<file path="src/design/gtg_pkg.sv">
// shared types, constants and the arctangent table for the go-to-goal controller
// no dependencies
package gtg_pkg;

	localparam int CORDIC_STAGES = 16;
	localparam int MAX_STAGES    = 24;
	localparam int NUM_STAGES    = (CORDIC_STAGES > MAX_STAGES) ? MAX_STAGES : CORDIC_STAGES;

	localparam int POSW = 16;
	localparam int HW   = 13;
	localparam int XW   = 27;
	localparam int ZW   = 24;
	localparam int IDXW = 5;

	localparam int TOLW   = 16;
	localparam int GAINW  = 12;
	localparam int DISTW  = 18;
	localparam int SPEEDW = 18;
	localparam int RATEW  = 16;

	localparam logic signed [ZW-1:0] HALF_PI_Q20  = 24'sd1647099;
	localparam logic [15:0]          INV_GAIN_Q16 = 16'd39797;

	typedef enum logic [2:0] {
		REG_GOAL_X       = 3'd0,
		REG_GOAL_Y       = 3'd1,
		REG_TOLERANCE    = 3'd2,
		REG_LINEAR_GAIN  = 3'd3,
		REG_ANGULAR_GAIN = 3'd4
	} gtg_reg_t;

	typedef struct packed {
		logic                 valid;
		logic signed [XW-1:0] x;
		logic signed [XW-1:0] y;
		logic signed [ZW-1:0] z;
		logic signed [HW-1:0] hd;
	} gtg_stage_t;

	function automatic logic signed [ZW-1:0] atan_q20(input logic [IDXW-1:0] i);
		logic signed [ZW-1:0] a;
		case (i)
			5'd0:    a = 24'sd823550;
			5'd1:    a = 24'sd486170;
			5'd2:    a = 24'sd256879;
			5'd3:    a = 24'sd130396;
			5'd4:    a = 24'sd65451;
			5'd5:    a = 24'sd32757;
			5'd6:    a = 24'sd16383;
			5'd7:    a = 24'sd8192;
			5'd8:    a = 24'sd4096;
			5'd9:    a = 24'sd2048;
			5'd10:   a = 24'sd1024;
			5'd11:   a = 24'sd512;
			5'd12:   a = 24'sd256;
			5'd13:   a = 24'sd128;
			5'd14:   a = 24'sd64;
			5'd15:   a = 24'sd32;
			5'd16:   a = 24'sd16;
			5'd17:   a = 24'sd8;
			5'd18:   a = 24'sd4;
			5'd19:   a = 24'sd2;
			5'd20:   a = 24'sd1;
			default: a = 24'sd0;
		endcase
		return a;
	endfunction

endpackage

</file>
<file path="src/design/gtg_cordic_cell.sv">
// one vectoring cordic iteration with its pipeline register
// depends on gtg_pkg
module gtg_cordic_cell
	import gtg_pkg::*;
(
	input  logic              clk,
	input  logic              arst_n,
	input  gtg_stage_t        d,
	input  logic [IDXW-1:0]   idx,
	output gtg_stage_t        q
);

	logic signed [XW-1:0] x_in, y_in, xs, ys, nx, ny;
	logic signed [ZW-1:0] z_in, nz, ang;

	always_comb begin
		x_in = d.x;
		y_in = d.y;
		z_in = d.z;
		xs   = x_in >>> idx;
		ys   = y_in >>> idx;
		ang  = atan_q20(idx);
		if (!y_in[XW-1]) begin
			nx = x_in + ys;
			ny = y_in - xs;
			nz = z_in + ang;
		end else begin
			nx = x_in - ys;
			ny = y_in + xs;
			nz = z_in - ang;
		end
	end

	always_ff @(posedge clk or negedge arst_n) begin
		if (!arst_n) begin
			q <= '0;
		end else begin
			q.valid <= d.valid;
			q.x     <= nx;
			q.y     <= ny;
			q.z     <= nz;
			q.hd    <= d.hd;
		end
	end

endmodule

</file>
<file path="config.mk">
export PLATFORM = sky130hd
export DESIGN_NAME = gtg_cordic_cell
export DESIGN_NICKNAME = d
export VERILOG_FILES = /design/src/design/gtg_pkg.sv /design/src/design/gtg_cordic_cell.sv
export SDC_FILE = /design/constraint.sdc
export NUM_CORES = 1
export LEC_CHECK = 0
export ABC_AREA = 1
export CAP_MARGIN = 5
export CORE_MARGIN = 8
export CORE_UTILIZATION = 50
export DETAILED_ROUTE_END_ITERATION = 12
export DONT_BUFFER_PORTS = 1
export GPL_ROUTABILITY_DRIVEN = 1
export PLACE_DENSITY_LB_ADDON = 0.2
export SLEW_MARGIN = 20
export SYNTH_ARGS = -nofsm -noshare
export SYNTH_HDL_FRONTEND = slang
export SYNTH_SLANG_ARGS = --single-unit
</file>
<file path="constraint.sdc">
create_clock -name clk -period 0.9 [get_ports clk]
set_input_delay 0.045 -clock clk [delete_from_list [all_inputs] [get_ports clk]]
set_output_delay 0.045 -clock clk [all_outputs]
set_load 0.02 [all_outputs]
</file>
==> reports/metrics.yaml <==
logic_synthesis:
  syn-num-nets: 2011
  yosysSeqAreaShare: 0.201
  synthSimpleGateAreaFrac: 0.399
  synth_compound_area_frac: 0.121
  synthCells: 1820
  synth.area.mux_share: 0
  synth_top_family_by_area: "simple AND/OR/NAND/NOR gates"
  ys_seq_elements: 92
  ys.flop_type: "dfrtp_1"
  async_reset_ff_frac: 1.00
  syn_area_sq_um: 11400
  ys_types: 50
  avgSynthCellArea_sq_um: 6.28
  synth_fa_ha_area_frac: 0.103
  synth-edff-count: 0
  synth_xor_area_frac: 0.0866
  yosys_warnings: 0
finish:
  nNetsFinal: 2523
  multiInputGateArea_sq_um: 10400
  layout-drive-gt1-share: 0.443
  num-fill-cells: 1476
  areaGrowthSynthToFinish_pct: 62.4
  diodes: 0
  stdcell_area_sq_um: 18600
  ff_latch_area_sq_um: 2300
  biggestRegsByFlops: "q: 92 flops"
  fin_util: 0.823
  layout_common_cells: "494 x nand2_1, 491 x buf_4, 178 x nand3_1, 118 x inv_1, 93 x nor2_1"
  largest_reg_flops: 92
  regMostFlops: "q"
  layout_commonest_cell: "nand2_1"
worst_setup_path:
  critical_path_required_ns: 1.14
  critPathSlowestCell: "ha_1"
  critPathMaxStageDelay_ns: 0.33
  crit_top_cell: "nand2_2"
  endpoint: "q[87]$_DFF_PN0_"
  critical_path_arrival_ns: 3.62
  cp_max_fo: 70
  cp-startpoint: "idx[0]"
  worstSetupPathType: "primary input to register"
  startpoint_type: "primary input"
  end_kind: "register"
sta:
  grt_setup_unrepaired: "yes"
  slew_headroom: 0.439
  setup_ws_ns: -2.48
  hold_violations: 96
  fmax_ghz: 0.296
  min_period_over_period: 3.76
  holdWs_ns: -0.628
  drv_slew: 0
  tightest_slew_ns: 0.841
  setup_viol: 78
  finalCriticalPeriod_ns: 3.38
power:
  seqPwrFrac: 0.273
  combPwrFrac: 0.587
  finalPower_mw: 29.8
  power.internal_mw: 16.3
  powerDensity_nw_per_um2: 1610
  ir_worst_vdd_mv: 2.01
  p_switching_mw: 13.5
  swShare: 0.453
  clockPowerShare: 0.140
  p_leak_nw: 9.30
place:
  dpl_cell_area_sq_um: 15400
  port_buffers: 0
  gp_congestion: 0.994
  hpwl_microns: 34000
grt:
  busiest_layer: "met2"
  use_met1: 0.387
  use_met2: 0.567
  grt_max_degree: 93
  grt_pass1_vias: 14421
  grt.overflow.total: 0
  grt_use_met3: 0.0466
  antenna_found_initial: 0
  grt.total_usage: 0.325
  grt_pass1_wl_microns: 73800
clock_tree:
  ctsHoldBuffers: 16
  htree_levels: 3
  cts.sinks: 92
  cts_root_buf: "clkbuf_16"
  cts_tree: "built"
  clkTransAtPathRegs_ns: 0.08
  cts_made_buffers: 9
  cts.path.max_buffers: 2
floorplan:
  die_h_microns: 167
  num_rows: 55
  num_io_pins: 191
  initial_core_util: 0.507
  die-area_sq_um: 28000
  core_area_sq_um: 22600
  die_w_microns: 167
hold_path:
  min_path_type: "primary input to asynchronous set/reset pin"
job:
  maxCapViolCount: 0
routing:
  drc: 0
  drt_pass1_iterations: 5
  vias: 15070
  vias_per_cell: 5.75
  wl_per_cell_microns: 19.5
  antenna_left: 0
  routed_wl_microns: 51200
  drt_iter0_drc: 1340
status:
  violations: "hold timing, setup timing"
  outcome: "finished, violations left"
## how the worst min path moves through the flow
stage / endpoint / startpoint / slack [ns]
6_report: q[51]$_DFF_PN0_ / arst_n / -0.63
2_1_floorplan: q[0]$_DFF_PN0_ / arst_n / -0.25
4_1_cts: q[51]$_DFF_PN0_ / arst_n / -0.64
5_1_grt: q[51]$_DFF_PN0_ / arst_n / -0.64
3_3_place_gp: q[4]$_DFF_PN0_ / arst_n / -0.25
3_5_place_dp: q[4]$_DFF_PN0_ / arst_n / -0.25
## metrics by stage
step	setup TNS, ns	cells	worst slack (ns)
6_report	-146.39	2622	-2.48
5_1_grt	-151.93	2622	-2.55
4_1_cts	-125.92	2587	-2.10
3_5_place_dp	-177.13	2498	-2.95
3_3_place_gp	-173.70	2498	-2.81
2_1_floorplan	-139.84	1820	-2.43
## synthesized netlist by cell type (2+ instances only)
| library cell | count | area share |
|---|---|---|
| nor3_1 | 16 | 0.0070 |
| a21boi_0 | 4 | 0.0026 |
| nand4_1 | 18 | 0.0098 |
| o211ai_1 | 13 | 0.0085 |
| xnor2_1 | 39 | 0.030 |
| buf_2 | 24 | 0.011 |
| nand3b_1 | 5 | 0.0033 |
| nand3_2 | 6 | 0.0053 |
| or2_2 | 4 | 0.0022 |
| buf_4 | 5 | 0.0033 |
| xor2_1 | 74 | 0.057 |
| nor3_2 | 3 | 0.0026 |
| buf_6 | 13 | 0.013 |
| nor2_2 | 24 | 0.013 |
| a31oi_1 | 12 | 0.0066 |
| nand2_1 | 581 | 0.19 |
| inv_2 | 17 | 0.0056 |
| o21ai_4 | 2 | 0.0028 |
| fa_1 | 3 | 0.0053 |
| dfrtp_1 | 92 | 0.20 |
| nor2_4 | 3 | 0.0030 |
| a21oi_1 | 109 | 0.048 |
| buf_1 | 9 | 0.0030 |
| o21bai_1 | 7 | 0.0046 |
| o21ai_1 | 21 | 0.0092 |
| nand2_4 | 2 | 0.0020 |
| o31ai_1 | 3 | 0.0020 |
| inv_1 | 146 | 0.048 |
| o21a_1 | 4 | 0.0026 |
| nor4_1 | 6 | 0.0033 |
| nand2_2 | 14 | 0.0077 |
| ha_1 | 89 | 0.097 |
| a21o_1 | 3 | 0.0020 |
| o21ai_0 | 56 | 0.025 |
| o21ai_2 | 5 | 0.0038 |
| nand3_1 | 242 | 0.11 |
| nor2_1 | 124 | 0.041 |
| clkbuf_1 | 10 | 0.0033 |
## cell type report
class / instances / area share
clock buffer: 11 / 0.0125
multi-input combinational: 1501 / 0.561
timing repair inverter: 3 / 0.00182
timing repair buffer: 560 / 0.242
inverter: 165 / 0.0355
clock inverter: 5 / 0.00337
sequential: 92 / 0.124
tap: 285 / 0.0192
## kinds of logic (layout without fill, tap and decap cells)
| group | count (synthesis) | count (layout) |
|---|---|---|
| fa+ha+maj | 92 | 92 |
| buf+inv | 227 | 744 |
| compound gates | 245 | 245 |
| flops | 92 | 92 |
| simple gates | 1051 | 1051 |
| xor+xnor | 113 | 113 |
## worst max-delay path, delay by kind of cell
| kind | cells | cell delay, ns |
|---|---|---|
| buffers and inverters | 4 | 0.41 |
| and+or+nand+nor | 14 | 1.45 |
| xor gates and xnor gates | 1 | 0.16 |
| adders and majority gates | 2 | 0.47 |
| AOI/OAI and AO/OA | 6 | 1.00 |
## power by group through the flow
stage	Clock [mW]	Combinational, mW	Sequential, mW
after CTS	4.23	15.4	8.20
after global placement	0	12.6	8.24
after detailed placement	0	12.9	8.25
after floorplan	0	7.54	7.92
after global routing	4.28	18.7	8.28
final	4.18	17.5	8.15
## repair_timing
action,CTS,global route
buffers inserted,61,36
resized for setup,340,135
endpoints found under the setup margin,79,80
endpoints found under the hold margin,119,96
pin swaps,158,103
gates cloned,4,0
## per-layer routing
layer	up-vias	routed length, microns
met3	222	4050
met2	782	24700
met1	7041	19500
met5	-	0
li1	7025	-
met4	0	2960
Power figures use the tool's default switching activity.
