$ cat src/design/gtg_pkg.sv
// shared types, constants and the arctangent table for the go-to-goal controller
// no dependencies
package gtg_pkg;

	localparam int CORDIC_STAGES = 16;
	localparam int MAX_STAGES    = 24;
	localparam int NUM_STAGES    = (CORDIC_STAGES > MAX_STAGES) ? MAX_STAGES : CORDIC_STAGES;

	localparam int POSW = 16;
	localparam int HW   = 13;
	localparam int XW   = 27;
	localparam int ZW   = 24;
	localparam int IDXW = 5;

	localparam int TOLW   = 16;
	localparam int GAINW  = 12;
	localparam int DISTW  = 18;
	localparam int SPEEDW = 18;
	localparam int RATEW  = 16;

	localparam logic signed [ZW-1:0] HALF_PI_Q20  = 24'sd1647099;
	localparam logic [15:0]          INV_GAIN_Q16 = 16'd39797;

	typedef enum logic [2:0] {
		REG_GOAL_X       = 3'd0,
		REG_GOAL_Y       = 3'd1,
		REG_TOLERANCE    = 3'd2,
		REG_LINEAR_GAIN  = 3'd3,
		REG_ANGULAR_GAIN = 3'd4
	} gtg_reg_t;

	typedef struct packed {
		logic                 valid;
		logic signed [XW-1:0] x;
		logic signed [XW-1:0] y;
		logic signed [ZW-1:0] z;
		logic signed [HW-1:0] hd;
	} gtg_stage_t;

	function automatic logic signed [ZW-1:0] atan_q20(input logic [IDXW-1:0] i);
		logic signed [ZW-1:0] a;
		case (i)
			5'd0:    a = 24'sd823550;
			5'd1:    a = 24'sd486170;
			5'd2:    a = 24'sd256879;
			5'd3:    a = 24'sd130396;
			5'd4:    a = 24'sd65451;
			5'd5:    a = 24'sd32757;
			5'd6:    a = 24'sd16383;
			5'd7:    a = 24'sd8192;
			5'd8:    a = 24'sd4096;
			5'd9:    a = 24'sd2048;
			5'd10:   a = 24'sd1024;
			5'd11:   a = 24'sd512;
			5'd12:   a = 24'sd256;
			5'd13:   a = 24'sd128;
			5'd14:   a = 24'sd64;
			5'd15:   a = 24'sd32;
			5'd16:   a = 24'sd16;
			5'd17:   a = 24'sd8;
			5'd18:   a = 24'sd4;
			5'd19:   a = 24'sd2;
			5'd20:   a = 24'sd1;
			default: a = 24'sd0;
		endcase
		return a;
	endfunction

endpackage

$ cat src/design/gtg_post.sv
// distance and bearing scaling, arrival test, gains and saturation
// depends on gtg_pkg
module gtg_post
	import gtg_pkg::*;
(
	input  logic                     clk,
	input  logic                     arst_n,
	input  gtg_stage_t               d,
	input  logic [TOLW-1:0]          tol,
	input  logic [GAINW-1:0]         lin_gain,
	input  logic [GAINW-1:0]         ang_gain,
	output logic                     done,
	output logic [SPEEDW-1:0]        speed,
	output logic signed [RATEW-1:0]  rate,
	output logic                     arrived
);

	// stage 1: distance product and rounded bearing
	logic                 valid_s1;
	logic [41:0]          prod_s1;
	logic signed [13:0]   bear_s1;
	logic signed [HW-1:0] hd_s1;
	logic [XW-2:0]        xpos;
	logic signed [ZW-1:0] zr;

	always_comb begin
		xpos = d.x[XW-1] ? '0 : d.x[XW-2:0];
		zr   = d.z + ZW'(512);
	end

	always_ff @(posedge clk) begin
		prod_s1 <= 42'(xpos) * 42'(INV_GAIN_Q16);
		bear_s1 <= zr[ZW-1:10];
		hd_s1   <= d.hd;
	end

	// stage 2: distance and heading error
	logic                 valid_s2;
	logic [DISTW-1:0]     dist_s2;
	logic signed [14:0]   err_s2;
	logic [42:0]          dsum;

	always_comb begin
		dsum = {1'b0, prod_s1} + 43'(1 << 23);
	end

	always_ff @(posedge clk) begin
		dist_s2 <= dsum[24 +: DISTW];
		err_s2  <= 15'(bear_s1) - 15'(hd_s1);
	end

	// stage 3: arrival test and gain products
	logic                 valid_s3;
	logic                 arr_s3;
	logic [29:0]          sprod_s3;
	logic signed [27:0]   rprod_s3;

	always_ff @(posedge clk) begin
		arr_s3   <= dist_s2 <= {2'b00, tol};
		sprod_s3 <= 30'(dist_s2) * 30'(lin_gain);
		rprod_s3 <= 28'(err_s2) * 28'(signed'({1'b0, ang_gain}));
	end

	// stage 4: rounding, saturation and output register
	logic [30:0]        ssum;
	logic [22:0]        sq;
	logic signed [28:0] rsum;
	logic signed [20:0] rq;
	logic [SPEEDW-1:0]  speed_d;
	logic signed [RATEW-1:0] rate_d;

	always_comb begin
		ssum = {1'b0, sprod_s3} + 31'd128;
		sq   = ssum[30:8];
		rsum = 29'(rprod_s3) + 29'sd128;
		rq   = rsum[28:8];
		if (sq > 23'(2**SPEEDW - 1)) begin
			speed_d = '1;
		end else begin
			speed_d = sq[SPEEDW-1:0];
		end
		if (rq > 21'sd32767) begin
			rate_d = 16'sd32767;
		end else if (rq < -21'sd32768) begin
			rate_d = -16'sd32768;
		end else begin
			rate_d = rq[RATEW-1:0];
		end
	end

	always_ff @(posedge clk) begin
		speed   <= arr_s3 ? '0 : speed_d;
		rate    <= arr_s3 ? '0 : rate_d;
		arrived <= arr_s3;
	end

	always_ff @(posedge clk or negedge arst_n) begin
		if (!arst_n) begin
			valid_s1 <= 1'b0;
			valid_s2 <= 1'b0;
			valid_s3 <= 1'b0;
			done     <= 1'b0;
		end else begin
			valid_s1 <= d.valid;
			valid_s2 <= valid_s1;
			valid_s3 <= valid_s2;
			done     <= valid_s3;
		end
	end

endmodule

$ cat config.mk
export PLATFORM = sky130hd
export DESIGN_NAME = gtg_post
export DESIGN_NICKNAME = d
export VERILOG_FILES = /design/src/design/gtg_pkg.sv /design/src/design/gtg_post.sv
export SDC_FILE = /design/constraint.sdc
export NUM_CORES = 2
export LEC_CHECK = 0
export BUFFER_PORTS_ARGS = -buffer_cell sky130_fd_sc_hd__buf_4
export CAP_MARGIN = 20
export CELL_PAD_IN_SITES_DETAIL_PLACEMENT = 2
export CELL_PAD_IN_SITES_GLOBAL_PLACEMENT = 2
export CORE_MARGIN = 3
export CORE_UTILIZATION = 37
export CTS_BUF_LIST = sky130_fd_sc_hd__clkbuf_8
export DETAILED_ROUTE_END_ITERATION = 12
export GPL_TIMING_DRIVEN = 1
export PLACE_DENSITY = 0.84
export SLEW_MARGIN = 20
export SYNTH_ARGS = -nofsm -noshare
export SYNTH_HDL_FRONTEND = slang
export SYNTH_SLANG_ARGS = --single-unit
export TNS_END_PERCENT = 50
$ cat constraint.sdc
create_clock -name clk -period 6.1 [get_ports clk]
set_input_delay 0.915 -clock clk [delete_from_list [all_inputs] [get_ports clk]]
set_output_delay 0.915 -clock clk [all_outputs]
set_load 0.1 [all_outputs]
==> impl_results.md <==
* Status: finished with violations
* Failing checks: negative setup slack
* Sum of net half-perimeters after detailed placement at 83100 µm
* Worst-path cell chain: buf_16, nand2b_4, buf_4, fa_1, fa_1, inv_2, fa_1, inv_2, fa_1, inv_2, fa_1, inv_2, fa_1, inv_2, ha_4, o41a_1, o21a_1, a311o_1, a221oi_2, o21ai_1, a31oi_1, xnor2_1
* CP startpoint kind: input pin
* Area Growth Syn to Fin at 18.87%
* Die Span Y at 273.4 µm
* Slew Viols, Final at 0
* Primary FF master, synth: dfxtp_1
* Final setup fails at 9
* # hold bufs at CTS at 0
* Worst-Margin Slew at 957.6 ps
* WHS at 150.7 ps
* Mapped Area at 0.02645 mm²
* DR iter-0 viols at 858
* Total of max-cap violations at 0
* FP Rows at 97
* Pre-antenna DRT Iters at 5
* Crit path capture type: flip-flop
* Setup WS post-layout at -138.6 ps
* # port buffers at 133
* # fillers at 7682
* Clk buf depth at 2
* Clk_skew at 20.17 ps
* First-pass GRT wire length at 150100 µm
* Vias in the first global route at 26236
* Number of enable flip-flop cells after synthesis at 0
* Cell Count Post-Placement at 4131
* Area share of the largest cell type after synthesis at 36.41%
* Crit Reg-Reg Endpoint: sprod_s3[27]
* Met2 WL post-DR at 54300 µm
* Starting Density at 37.57%
* Total nets after synthesis at 3813
* Initial antenna violation count at 3
* Sink Count at 163
* Nets at 4153
* Worst-Skew Late Latency at 550 ps
* Worst reg-to-reg setup slack at 60 ps
* Most frequent cells after synthesis: inv_1, fa_1, nand2_1
* CP max-delay cell: fa_1
* Ranking of synthesized cells by area: fa_1, ha_1, dfxtp_1, inv_1, nand2_1
* Yosys cell types at 57
* Post-Route WL at 96820 µm
* Root Buffer Master: clkbuf_8
* Synth async-reset ratio at 2.454%
* Die width at 273.4 µm
* Final Util at 44.66%
* Leading area contributor after synthesis: fa_1
* TritonCTS clock tree: done
* Cell with the most instances after synthesis: inv_1
* Area of the core at 0.07039 mm²
* Hold Crit Class: input pin to asynchronous set/reset pin
* Most frequent CP cell: fa_1
* FF+latch count, synth at 163
* Layout cells sized above 1 at 17.69%
* GRT Resource Usage Total at 26.05%
* Syn Area/Cell at 9.149 µm²
* Rel. slew slack at 36.16%
* Final Hold Vio Count at 0
* Cells after synthesis at 2891
* # IOs at 170
* Crit path max fanout at 6
* Vias at 21098
* Total CTS buffers at 17
* Routed Antenna Nets at 0
* GP Congestion at 0.8696
* Routed WL per cell at 23.14 µm
* RR Startpoint: dist_s2[3]
* Min Tclk post-route at 6239 ps
* Non-filler cells, final at 4185
* Detailed-routing wirelength on met1 at 36040 µm
* DIE AREA at 0.07473 mm²
* H-tree lvl count at 4
* Largest net degree at the start of global routing at 23
* Remaining Overflow, GRT at 0
* DRC at 0
* RSZ-0062 raised after global routing: true
* Worst stage delay on the critical path at 550 ps
* DR top layer: met5
* Kind of critical path: input pin to flip-flop
* Crit share post-route at 102.3%
* Arrival time worst endpoint at 6720 ps
* Fmax at 160.3 MHz
* Vias per cell at 5.041
* Clk slew on worst S/H paths at 90 ps
* YS warnings at 0
* Critical Path RT at 6580 ps
* R2R depth at 19
* Metal3 WL at 2743 µm
* Sequential fraction of the synthesis area at 12.41%
-- cells by family after synthesis --
kind of cell | Yosys count | synth area share [%]
adder cells (fa/ha/maj) | 788 | 50.93
AO/OA/AOI/OAI | 250 | 6.098
flip-flops | 163 | 12.41
AND/OR/NAND/NOR | 728 | 13.36
multiplexers | 1 | 0.04257
XOR/XNOR | 185 | 6.126
buffers and inverters | 776 | 11.03
-- stage by stage --
stage                     setup TNS (ps)  setup slack [ps]  instance area, µm²
after floorplan                    -4138            -462.2               26590
after global placement             -8625            -626.9               30340
after detailed placement          -18490            -933.9               30340
after CTS                              0            0.6199               31100
after global routing               -2140            -253.1               31440
final                             -722.8            -138.6               31440
-- metal layers --
metal | vias up | GRT usage [%]
li1 | 9396 | -
met1 | 10979 | 27.66
met2 | 468 | 51.80
met3 | 253 | 2.954
met4 | 2 | 10.11
met5 | - | 0
-- worst max-delay path by stage --
stage / slack [ps] / to / start / cells after the start
2_1_floorplan: -460 / prod_s1[41] / d[90] / 25
3_3_place_gp: -630 / prod_s1[41] / d[90] / 22
4_1_cts: 0.6 / prod_s1[41] / d[90] / 22
6_report: -140 / prod_s1[41] / d[90] / 22
5_1_grt: -250 / prod_s1[39] / d[90] / 24
3_5_place_dp: -930 / prod_s1[39] / d[90] / 23
-- layout by cell type (no fill, tap or decap), types with 20 or more instances in the layout --
cell type / instances
xor2_1: 55
dfxtp_1: 148
nand3_1: 37
nor2b_1: 24
nor2_1: 59
a21oi_1: 72
inv_1: 669
and2_1: 169
o21ai_0: 52
xnor2_1: 122
buf_4: 399
nand4_1: 20
nand2_1: 311
a21o_1: 35
fa_1: 476
ha_1: 298
-- state kept, by name (all words and copies together), names as in the netlist --
| register | flops |
|---|---|
| arr_s3 | 1 |
| arrived | 1 |
| bear_s1 | 14 |
| dist_s2 | 18 |
| done | 1 |
| err_s2 | 15 |
| hd_s1 | 13 |
| prod_s1 | 19 |
| rate | 16 |
| rprod_s3 | 21 |
| speed | 18 |
| sprod_s3 | 23 |
| valid_s1 | 1 |
| valid_s2 | 1 |
| valid_s3 | 1 |
-- area by class of cell --
type	instances	area [µm²]	share of cell area [%]
timing repair buffer	412	3222	10.25
clock buffer	18	247.7	0.7880
inverter	685	2579	8.202
multi-input combinational	1952	20770	66.06
sequential	163	3302	10.50
clock inverter	14	142.6	0.4537
tap	940	1176	3.741
antenna	1	2.502	0.007960
-- critical path, delay by kind of cell --
kind | cells | cell delay (ps)
AOI/OAI and AO/OA | 6 | 1700
xor gates and xnor gates | 1 | 140
adders and majority gates | 7 | 3290
buffers and inverters | 7 | 490
and+or+nand+nor | 1 | 170
-- timing repair --
item	in CTS	in global routing
gates cloned	2	0
endpoints found under the setup margin	20	24
setup buffers	9	10
gates resized for setup	70	69
pin swaps	46	54
Power is left out: the tool's default activity adds up to more than one toggle a clock period on the data nets, which glitch-free logic cannot reach.
